**src/hdl/crrm_pkg.sv**
```systemverilog
// Shared types and constants for the chained range remap block.
package crrm_pkg;

	localparam int STAGES_DEF     = 7;
	localparam int ENTRIES_DEF    = 32;
	localparam int VALUE_BITS_DEF = 32;

	localparam int REQ_W         = 2;
	localparam int STAGE_IDX_W   = 3;
	localparam int ENTRY_IDX_W   = 5;
	localparam int STAGES_USE_W  = 3;
	localparam int CELL_IDX_W    = 4;
	localparam int ENTRY_CMP_W   = 9;

	localparam logic [STAGES_USE_W-1:0] STAGES_IN_USE_RST = 3'd7;

	typedef enum logic [REQ_W-1:0] {
		REQ_WRITE  = 2'd0,
		REQ_XLATE  = 2'd1,
		REQ_CLEAR  = 2'd2,
		REQ_IGNORE = 2'd3
	} req_t;

	// Control part of a transaction as it moves down the chain.
	typedef struct packed {
		logic                   valid;
		req_t                   kind;
		logic [STAGE_IDX_W-1:0] stage_index;
		logic [ENTRY_IDX_W-1:0] entry_index;
		logic                   entry_enable;
	} xfer_ctl_t;

endpackage

```
**src/hdl/crrm_min.sv**
```systemverilog
// Running minimum tracker and output register at the end of the chain.
module crrm_min #(
	parameter int VALUE_BITS = crrm_pkg::VALUE_BITS_DEF
) (
	input  logic                  clk,
	input  logic                  arst_n,
	input  logic                  advance,
	input  crrm_pkg::xfer_ctl_t   ctl_in,
	input  logic [VALUE_BITS-1:0] val_in,
	input  logic                  ovf_in,
	output logic                  res_valid,
	output logic [VALUE_BITS-1:0] res_value,
	output logic [VALUE_BITS-1:0] res_min,
	output logic                  res_ovf
);

	logic [VALUE_BITS-1:0] min_q;
	logic                  seen_q;
	logic                  valid_q;
	logic [VALUE_BITS-1:0] value_q;
	logic [VALUE_BITS-1:0] min_out_q;
	logic                  ovf_q;
	logic                  is_xlate;
	logic                  is_clear;
	logic [VALUE_BITS-1:0] next_min;

	assign is_xlate = ctl_in.valid && (ctl_in.kind == crrm_pkg::REQ_XLATE);
	assign is_clear = ctl_in.valid && (ctl_in.kind == crrm_pkg::REQ_CLEAR);
	assign next_min = (!seen_q || (val_in < min_q)) ? val_in : min_q;

	always_ff @(posedge clk or negedge arst_n) begin
		if (!arst_n) begin
			min_q   <= '1;
			seen_q  <= 1'b0;
			valid_q <= 1'b0;
		end else if (advance) begin
			valid_q <= is_xlate;
			if (is_clear) begin
				min_q  <= '1;
				seen_q <= 1'b0;
			end else if (is_xlate) begin
				min_q  <= next_min;
				seen_q <= 1'b1;
			end
		end
	end

	always_ff @(posedge clk) begin
		if (advance && is_xlate) begin
			value_q   <= val_in;
			min_out_q <= next_min;
			ovf_q     <= ovf_in;
		end
	end

	assign res_valid = valid_q;
	assign res_value = value_q;
	assign res_min   = min_out_q;
	assign res_ovf   = ovf_q;

endmodule

```
**config.mk**
```make
export PLATFORM = sky130hd
export DESIGN_NAME = crrm_min
export DESIGN_NICKNAME = d
export VERILOG_FILES = /design/src/hdl/crrm_pkg.sv /design/src/hdl/crrm_min.sv
export SDC_FILE = /design/constraint.sdc
export NUM_CORES = 1
export LEC_CHECK = 0
export CAP_MARGIN = 20
export CELL_PAD_IN_SITES_DETAIL_PLACEMENT = 1
export CELL_PAD_IN_SITES_GLOBAL_PLACEMENT = 1
export CORE_MARGIN = 2
export CORE_UTILIZATION = 45
export CTS_CLUSTER_SIZE = 20
export DETAILED_ROUTE_END_ITERATION = 16
export DONT_BUFFER_PORTS = 1
export GPL_TIMING_DRIVEN = 0
export PLACE_DENSITY = 0.75
export SKIP_CTS_REPAIR_TIMING = 1
export SLEW_MARGIN = 30
export SYNTH_ARGS = -nofsm -noshare
export SYNTH_HDL_FRONTEND = slang
export SYNTH_SLANG_ARGS = --single-unit
```
**constraint.sdc**
```tcl
create_clock -name clk -period 3 [get_ports clk]
set_input_delay 0.6 -clock clk [delete_from_list [all_inputs] [get_ports clk]]
set_output_delay 0.6 -clock clk [all_outputs]
set_load 0.03 [all_outputs]
```
==> impl_metrics.yaml, run 1 <==
finish:
  finalNetCount: 460
  layout_commonest_cell: "edfxtp_1"
  syn_to_final_growth_pct: 7.77
  diodes: 0
  final_util: 0.502
  layout-drive-gt1-share: 0.241
  final_cell_mix: "65 x edfxtp_1, 64 x inv_1, 39 x nor2_1"
outcome:
  status: "completed"
global_routing:
  busiest_layer: "met2"
  use_met3: 0.0490
  grt_usage: 0.186
  met2_usage: 0.325
  grt_max_degree: 35
  grt_pass1_wl_mm: 16.2
  grt_pass1_vias: 3160
  grtUsageMet1: 0.213
  grt.overflow.total: 0
  antenna_found_initial: 0
synthesis:
  synth_cells: 368
  ys_seq_elements: 99
  synth_top_cell_area_share: 0.404
  yosysUniqueCellTypes: 34
  yosysTopAreaCell: "edfxtp_1"
  synth_fp_nets: 447
  syn_area_um2: 4830
  synth-warning-count: 0
  synth_top_cells_by_area: "edfxtp_1 40%, dfstp_2 17%, ha_1 8.0%, a22oi_2 7.8%, mux2i_1 6.4%"
  syn_avg_cell_area_um2: 13.1
  synth-seq-area-share: 0.588
setup_path:
  critPathRequiredTime_ns: 3.19
  rr_startpoint: "min_q[25]$_DFFE_PN1P_"
  reg2reg_depth: 9
  worstSetupPathType: "reg2reg"
  crit_arrival_ns: 2.89
  r2r_slack_ns: 0.30
  critPathCaptureType: "flop"
  crit_fanout: 10
  worst_setup_path_start_kind: "flop"
  r2r_end: "res_min[28]$_DFFE_PP_"
sta:
  fin_ws_ns: 0.300
  hold_violations: 0
  period_minus_slack_ns: 2.70
  maxSlewViolCount: 0
  hold_slack_ns: 0.0623
  tightest_slew_ns: 0.599
  clock.fmax_mhz: 370
  setup_viol: 0
  tns_ns: 0
  rsz0062_at_grt: "false"
  finalCritPeriodShare: 0.900
  slew_headroom: 0.601
  skew_ns: 0.0157
drt:
  via_count: 2776
  dr.pass1.iters: 6
  wl_per_cell_um: 19.7
  drc: 0
  drt-vias-per-instance: 5.32
  wirelength_mm: 10.3
  drt_iter0_drc: 96
  ant_nets: 0
die:
  core-area_um2: 10400
  start_util: 0.466
  dieArea_um2: 11600
  dieHeight_um: 108
  rows: 37
  die_w_um: 108
  ios: 114
clocking:
  cts_buffer_depth: 2
  clock_latency_ns: 0.37
  cts_buffers: 9
  cts_tree: "done"
  cts_num_sinks: 99
  clk_pin_slew_ns: 0.10
  cts_root_buffer: "clkbuf_8"
  h-tree-depth: 3
power:
  power.switching_fraction: 0.262
  powerDensity_nw_per_um2: 540
  p_clk_frac: 0.279
  p_seq_frac: 0.589
  total_leakage_power_nw: 2.41
  internal_power_w: 0.00207
  ir_drop_mv: 0.239
  total_power_w: 0.00281
  comb_power_share: 0.133
  p_sw_w: 0.000738
place:
  io_buffer_count: 0
  post-place-ws_ns: 0.273
  place.gp.congestion: 0.778
  dpl.hpwl_mm: 7.39
hold_path:
  hold_path_class: "in2async"
run:
  cap_violations: 0
## power by group through the flow
| stage | clock (W) | combinational, W | sequential, W |
|---|---|---|---|
| 6_report | 0.000784 | 0.000373 | 0.00166 |
| 5_1_grt | 0.000855 | 0.000421 | 0.00166 |
| 4_1_cts | 0.000813 | 0.000380 | 0.00166 |
| 3_5_place_dp | 0 | 0.000377 | 0.00168 |
| 3_3_place_gp | 0 | 0.000354 | 0.00168 |
| 2_1_floorplan | 0 | 0.000295 | 0.00167 |
## per-layer routing
layer  wire length [µm]  part of all wire
met1               4280              0.42
met5                  0                 0
met2               5290              0.51
met3                517             0.050
met4                220             0.021
## area by class of cell
class                      instances  area [µm²]
tap                              136         170
fill                            1100        5160
inverter                          65         246
clock inverter                     3        13.8
clock buffer                      13         159
timing repair buffer               2        30.0
sequential                        99        2840
multi-input combinational        192        1630
buffer                            12         113
## registers in the layout, summed over array words and instances, names as in the netlist
| name | flops |
|---|---|
| res_ovf | 1 |
| res_valid | 1 |
| res_min | 32 |
| min_q | 32 |
| seen_q | 1 |
| res_value | 32 |
## Yosys cell counts
cell	number
mux2_1	1
mux2i_1	31
nor2_1	39
nand4_1	1
o211ai_1	1
a211o_1	1
o21ai_1	1
nor3_2	1
a21o_1	1
dfrtp_1	2
nor3_1	2
nand2b_1	2
nand2_1	14
a211oi_1	2
a21oi_1	12
o31ai_4	1
o21ai_0	6
a2111oi_2	1
a22oi_2	30
edfxtp_1	65
a22oi_1	3
dfstp_2	32
and4_1	1
inv_1	65
clkbuf_1	3
ha_1	31
xor2_1	1
o21a_1	1
a21oi_4	1
a221oi_4	1
nand3_1	4
o21a_2	1
buf_6	9
a211oi_4	1
## metrics by stage
| stage | std cells | cell area [µm²] |
|---|---|---|
| 2_1_floorplan | 368 | 4830 |
| 3_3_place_gp | 504 | 5000 |
| 3_5_place_dp | 505 | 5020 |
| 4_1_cts | 521 | 5200 |
| 5_1_grt | 522 | 5210 |
| 6_report | 522 | 5210 |
## worst max path at each step
stage                          startpoint               endpoint  slack [ns]  depth (start not counted)
global route        min_q[17]$_DFFE_PN1P_  res_min[28]$_DFFE_PP_        0.14                          9
detailed placement             val_in[25]  res_min[28]$_DFFE_PP_        0.27                          8
floorplan                         advance   min_q[0]$_DFFE_PN1P_        0.03                          8
finish              min_q[25]$_DFFE_PN1P_  res_min[28]$_DFFE_PP_        0.30                          9
CTS                 min_q[25]$_DFFE_PN1P_  res_min[28]$_DFFE_PP_        0.27                          9
global placement                  advance   min_q[5]$_DFFE_PN1P_       -0.90                          8
## worst max-delay path, stage by stage, from the launching register on
cell      delay (ns)
dfstp_2         0.54
inv_1           0.05
ha_1            0.30
a21oi_1         0.16
o21ai_0         0.18
a22oi_1         0.22
o211ai_1        0.25
a21oi_4         0.33
buf_6           0.23
mux2i_1         0.26
## cell families after synthesis
logic type                 synth area share
xor gates and xnor gates            0.00181
adders and majority gates            0.0803
AOI/OAI and AO/OA                     0.134
and+or+nand+nor                      0.0552
buffers and inverters                0.0738
DFF                                   0.588
muxes                                0.0666
Power figures use the tool's default switching activity.
==> run 2: changes to the inputs <==
--- a/config.mk
+++ b/config.mk
@@ -15,6 +15,7 @@
 export DONT_BUFFER_PORTS = 1
 export GPL_TIMING_DRIVEN = 0
 export PLACE_DENSITY = 0.75
+export REMOVE_ABC_BUFFERS = 1
 export SKIP_CTS_REPAIR_TIMING = 1
 export SLEW_MARGIN = 30
 export SYNTH_ARGS = -nofsm -noshare
==> run 2 against run 1 <==
  * Register-to-register slack worse by 0.30 ns
  * Design area rose by 1.9%
  * Clock power rose by 9.4%
  * Sequential share of layout area decreased by 1.0 points
  * Worst hold slack better by 0.016 ns
  * Critical path depth is 1 higher
  * Fmax is 10% lower
  * Setup slack worse by 0.30 ns
  * Power is 2.9% higher
  * Wire length is 0.91% higher
  * Critical endpoint is now res_min[0]$_DFFE_PP_
==> impl_metrics.yaml, run 2 (synthesized netlist as in run 1, its figures left out) <==
drt:
  wirelength_mm: 10.4
  drt_iter0_drc: 84
  drt-vias-per-instance: 5.34
  dr.pass1.iters: 6
  ant_nets: 0
  drc: 0
  wl_per_cell_um: 19.9
  via_count: 2795
clocking:
  clock_latency_ns: 0.36
  clk_pin_slew_ns: 0.09
  h-tree-depth: 3
  cts_root_buffer: "clkbuf_8"
  cts_tree: "done"
  cts_buffer_depth: 2
  cts_num_sinks: 99
  cts_buffers: 9
finish:
  finalNetCount: 461
  n_fill_cell: 1051
  multi_input_area_um2: 1640
  syn_to_final_growth_pct: 9.79
  diodes: 0
  final-seq-area_um2: 2840
  layout-drive-gt1-share: 0.258
  final_cell_mix: "65 x edfxtp_1, 64 x inv_1, 38 x nor2_1"
  layout_commonest_cell: "edfxtp_1"
die:
  start_util: 0.466
  core-area_um2: 10400
  rows: 37
  dieArea_um2: 11600
  dieHeight_um: 108
  ios: 114
  die_w_um: 108
sta:
  rsz0062_at_grt: "true"
  tightest_slew_ns: 0.647
  period_minus_slack_ns: 3.00
  maxSlewViolCount: 0
  skew_ns: 0.0115
  tns_ns: 0
  hold_slack_ns: 0.0784
  clock.fmax_mhz: 333
  setup_viol: 0
  slew_headroom: 0.569
  finalCritPeriodShare: 1.00
  hold_violations: 0
setup_path:
  r2r_slack_ns: 0.001
  critPathCaptureType: "flop"
  slowest_delay_ns: 0.54
  crit_start: "min_q[27]$_DFFE_PN1P_"
  crit_arrival_ns: 3.11
  critPathRequiredTime_ns: 3.11
  crit_chain: "inv_1 -> ha_1 -> nand4_1 -> nor3_1 -> nand2_1 -> o211ai_1 -> a21oi_4 -> buf_16 -> buf_8 -> mux2_1"
  worst_setup_path_start_kind: "flop"
  rr_startpoint: "min_q[27]$_DFFE_PN1P_"
  cp_slowest_cell: "dfstp_2"
  crit_fanout: 13
  worstSetupPathType: "reg2reg"
hold_path:
  hold_path_class: "in2async"
global_routing:
  grt_pass1_wl_mm: 16.4
  grt_max_degree: 41
  grt_pass1_vias: 3086
  grt_usage: 0.188
  antenna_found_initial: 0
  grt.overflow.total: 0
place:
  io_buffer_count: 0
  place.gp.congestion: 0.687
  dpl.hpwl_mm: 7.29
power:
  powerDensity_nw_per_um2: 545
  ir_drop_mv: 0.239
  total_leakage_power_nw: 2.46
outcome:
  status: "completed"
run:
  cap_violations: 0
## run 2: changes by cell type in the layout (fill, tap and decap cells not counted), sizes merged
| cell | before | now |
|---|---|---|
| clkbuf | 16 | 11 |
| buf | 10 | 14 |
| bufinv | 0 | 1 |
| clkinv | 3 | 4 |
## run 2: critical path, delay by kind of cell, from the launching register on
family / cells / cell delay, ns
AO/OA/AOI/OAI: 2 / 0.61
adder cells (fa/ha/maj): 1 / 0.32
buffers and inverters: 3 / 0.42
flip-flops: 1 / 0.54
multiplexers: 1 / 0.31
AND/OR/NAND/NOR: 3 / 0.55
## run 2: final timing paths
kind | endpoint | depth (start not counted)
min in group clk | res_value[29]$_DFFE_PP_ | 0
max reg2reg | res_min[0]$_DFFE_PP_ | 10
min | min_q[3]$_DFFE_PN1P_ | 0
max in group asynchronous | seen_q$_DFFE_PN0P_ | 1
max | res_min[0]$_DFFE_PP_ | 10
min reg2reg | min_q[12]$_DFFE_PN1P_ | 2
## run 2: layout make-up
type / instances / share of cell area
Sequential cell: 99 / 0.536
Clock buffer: 11 / 0.0267
Clock inverter: 5 / 0.00991
Tap cell: 136 / 0.0321
Inverter: 65 / 0.0465
Timing Repair Buffer: 15 / 0.0396
Multi-Input combinational cell: 192 / 0.309
## run 2: layer usage
metal  up-vias  wire, µm  part of all wire  global-route usage
li1       1312         -                 -                   -
met5         -         0                 0                   0
met4         0       193             0.019              0.0797
met3        13       402             0.039              0.0387
met1      1404      4570              0.44               0.232
met2        66      5230              0.50               0.321
## run 2: metrics by stage
stage	instance area, µm²	instances	power (W)	util	worst slack (ns)
after floorplan	4720	356	0.00196	-	-0.443
after global placement	4890	492	0.00202	0.471	-2.04
after detailed placement	5060	501	0.00206	0.488	-0.243
after CTS	5260	517	0.00292	0.507	-0.213
after global routing	5300	523	0.00302	0.511	-0.159
final	5300	523	0.00289	0.511	0.00103
## run 2: where the power goes
part	switching [W]	leakage, nW	total (W)	internal, W
clock	0.000452	0.101	0.000858	0.000405
sequential	0.0000811	0.954	0.00165	0.00157
combinational	0.000216	1.41	0.000381	0.000165
total	0.000750	2.46	0.00289	0.00214
==> run 3: changes to the inputs <==
--- a/config.mk
+++ b/config.mk
@@ -5,16 +5,18 @@
 export SDC_FILE = /design/constraint.sdc
 export NUM_CORES = 1
 export LEC_CHECK = 0
+export ABC_AREA = 1
 export CAP_MARGIN = 20
 export CELL_PAD_IN_SITES_DETAIL_PLACEMENT = 1
 export CELL_PAD_IN_SITES_GLOBAL_PLACEMENT = 1
-export CORE_MARGIN = 2
+export CORE_MARGIN = 3
 export CORE_UTILIZATION = 45
 export CTS_CLUSTER_SIZE = 20
 export DETAILED_ROUTE_END_ITERATION = 16
 export DONT_BUFFER_PORTS = 1
 export GPL_TIMING_DRIVEN = 0
-export PLACE_DENSITY = 0.75
+export MAX_ROUTING_LAYER = met4
+export PLACE_DENSITY = 0.78
 export REMOVE_ABC_BUFFERS = 1
 export SKIP_CTS_REPAIR_TIMING = 1
 export SLEW_MARGIN = 30
==> run 3 against run 2 <==
  * Synthesized cell count increased by 32%
  * Clock power decreased by 12%
  * Count of clock-buffer cells in the layout decreased by 1
  * Non-clock buffer count decreased by 12
  * Core utilization decreased by 0.44 points
  * Register-to-register slack improved by 0.41 ns
  * Critical path type unchanged
  * Largest power group unchanged
  * Design area decreased by 4.0%
  * Wire length increased by 6.3%
  * Combinational power increased by 45%
  * Die area increased by 2.5%
  * Via count increased by 19%
  * Sequential cell count unchanged
==> impl_metrics.yaml, run 3 <==
clocking:
  clk_pin_slew_ns: 0.09
  clock_latency_ns: 0.37
  cts_num_sinks: 99
  cts_buffers: 9
  cts_tree: "done"
  cts_buffer_depth: 2
  h-tree-depth: 3
  cts_root_buffer: "clkbuf_8"
run:
  cap_violations: 0
finish:
  layout-drive-gt1-share: 0.133
  design_area_um2: 5090
  final_cell_mix: "149 x nand2_1, 74 x inv_1, 67 x nand3_1"
  finalNetCount: 562
  syn_to_final_growth_pct: 6.77
  final-seq-area_um2: 2840
  n_fill_cell: 1109
  final_cell_count_no_fill: 621
  multi_input_area_um2: 1570
  diodes: 0
  layout_commonest_cell: "nand2_1"
die:
  dieHeight_um: 109
  die_w_um: 109
  ios: 114
  start_util: 0.475
  dieArea_um2: 11900
  rows: 36
  core-area_um2: 10000
power:
  total_leakage_power_nw: 2.41
  ir_drop_mv: 0.245
  total_power_w: 0.00308
  powerDensity_nw_per_um2: 605
setup_path:
  crit_path_frequent_cell: "nand2_1"
  worstSetupPathType: "reg2reg"
  crit_buf_inv: 2
  critPathTopFamily: "simple AND/OR/NAND/NOR gates"
  slowest_delay_ns: 0.54
  crit_chain: "inv_1 -> ha_1 -> nand2_1 -> inv_1 -> nand3_1 -> nor3_1 -> nand2_1 -> nand2_1 -> nand2_2 -> nand2_8 -> nand2_8 -> nand2_1 -> nand2_1"
  worst_setup_path_start_kind: "flop"
  cp_slowest_cell: "dfstp_2"
  crit_arrival_ns: 2.70
  r2r_slack_ns: 0.42
  critPathRequiredTime_ns: 3.11
  crit_fanout: 33
  critPathCaptureType: "flop"
synthesis:
  synth_edf_count: 65
  synthArstFlopShare: 0.343
  syn_area_um2: 4770
  yosysUniqueCellTypes: 22
  synth-warning-count: 0
  netlist_top_cells_count: "149 x nand2_1, 74 x inv_1, 67 x nand3_1"
  synth_cells: 485
  ys_seq_elements: 99
  synth_top_cells_by_area: "edfxtp_1 41%, dfstp_2 18%, nand2_1 12%, ha_1 8.1%, nand3_1 7.0%"
  syn_avg_cell_area_um2: 9.84
  yosysTopAreaCell: "edfxtp_1"
  synth_ff_type: "edfxtp_1"
  synth_top_cell_area_share: 0.409
  yosysMostFrequentCell: "nand2_1"
  synth-seq-area-share: 0.596
global_routing:
  grtUsageMet1: 0.232
  met2_usage: 0.342
  grt_usage: 0.202
  grt_max_degree: 64
  grt_pass1_wl_mm: 17.7
  busiest_layer: "met2"
  grt.overflow.total: 0
  antenna_found_initial: 0
  use_met3: 0.0485
  grt_pass1_vias: 3607
sta:
  slew_headroom: 0.422
  setup_viol: 0
  period_minus_slack_ns: 2.58
  clock.fmax_mhz: 387
  maxSlewViolCount: 0
  tightest_slew_ns: 0.867
  hold_violations: 0
  fin_ws_ns: 0.415
  finalCritPeriodShare: 0.862
  skew_ns: 0.0107
  rsz0062_at_grt: "false"
outcome:
  status: "completed"
place:
  io_buffer_count: 0
  place_area_um2: 4900
  dpl.hpwl_mm: 7.55
  place.gp.congestion: 0.751
  post-place-ws_ns: 0.0655
  placed_cells: 604
drt:
  ant_nets: 0
  drc: 0
  wl_per_cell_um: 17.8
  wirelength_mm: 11.0
  dr.pass1.iters: 4
  drt_iter0_drc: 166
  via_count: 3325
  drt-vias-per-instance: 5.35
hold_path:
  hold_path_class: "in2async"
[run 3: cell count changes in the layout (fill, tap and decap cells not counted), sizes merged, moves of 3 or more]
cell    before  now
nand2       14  162
a211oi       3    0
nor2        39   11
a22oi       33    0
inv         65   74
buf         14    2
nand3        4   67
mux2i       31    0
[run 3: logic make-up (layout without fill, tap and decap cells)]
family                     Yosys count  in the layout  share of synthesized area
buffers and inverters               91             94                     0.0803
AOI/OAI and AO/OA                   20             20                     0.0226
DFF                                 99             99                      0.596
adders and majority gates           31             31                     0.0813
and+or+nand+nor                    244            244                      0.220
[run 3: where the power goes]
group          switching (W)  leakage [nW]  internal [W]
Combinational       0.000363          1.38      0.000189
Sequential          0.000139         0.953       0.00163
Clock               0.000460        0.0795      0.000295
Total               0.000962          2.41       0.00212
[run 3: layout make-up]
class / instances / area share
Clock buffer: 10 / 0.0251
Clock inverter: 6 / 0.00663
Inverter: 75 / 0.0563
Multi-Input combinational cell: 295 / 0.308
Sequential cell: 99 / 0.558
Tap cell: 133 / 0.0327
Timing Repair Buffer: 3 / 0.0128
[run 3: per-layer routing]
layer | part of all wire | wire [µm]
met3 | 0.065 | 723
met4 | 0.021 | 233
met5 | 0 | 0
met2 | 0.51 | 5640
met1 | 0.40 | 4450
[run 3: per-stage QoR]
stage | hold WS [ns] | util | setup TNS, ns
after global routing | 0.0429 | 0.507 | 0
after detailed placement | 0.307 | 0.488 | 0
final | 0.0675 | 0.507 | 0
after CTS | -0.0934 | 0.504 | 0
after floorplan | 0.304 | - | -58.68
after global placement | 0.307 | 0.481 | -185.92
[run 3: final timing paths]
check,endpoint,cells past startpoint,from
hold reg to reg,min_q[0]$_DFFE_PN1P_,4,min_q[0]$_DFFE_PN1P_
setup reg to reg,res_min[4]$_DFFE_PP_,13,min_q[15]$_DFFE_PN1P_
hold / removal,min_q[29]$_DFFE_PN1P_,0,arst_n
setup / recovery,res_min[4]$_DFFE_PP_,13,min_q[15]$_DFFE_PN1P_
min in group clk,res_ovf$_DFFE_PP_,0,ovf_in
max in group asynchronous,seen_q$_DFFE_PN0P_,1,arst_n
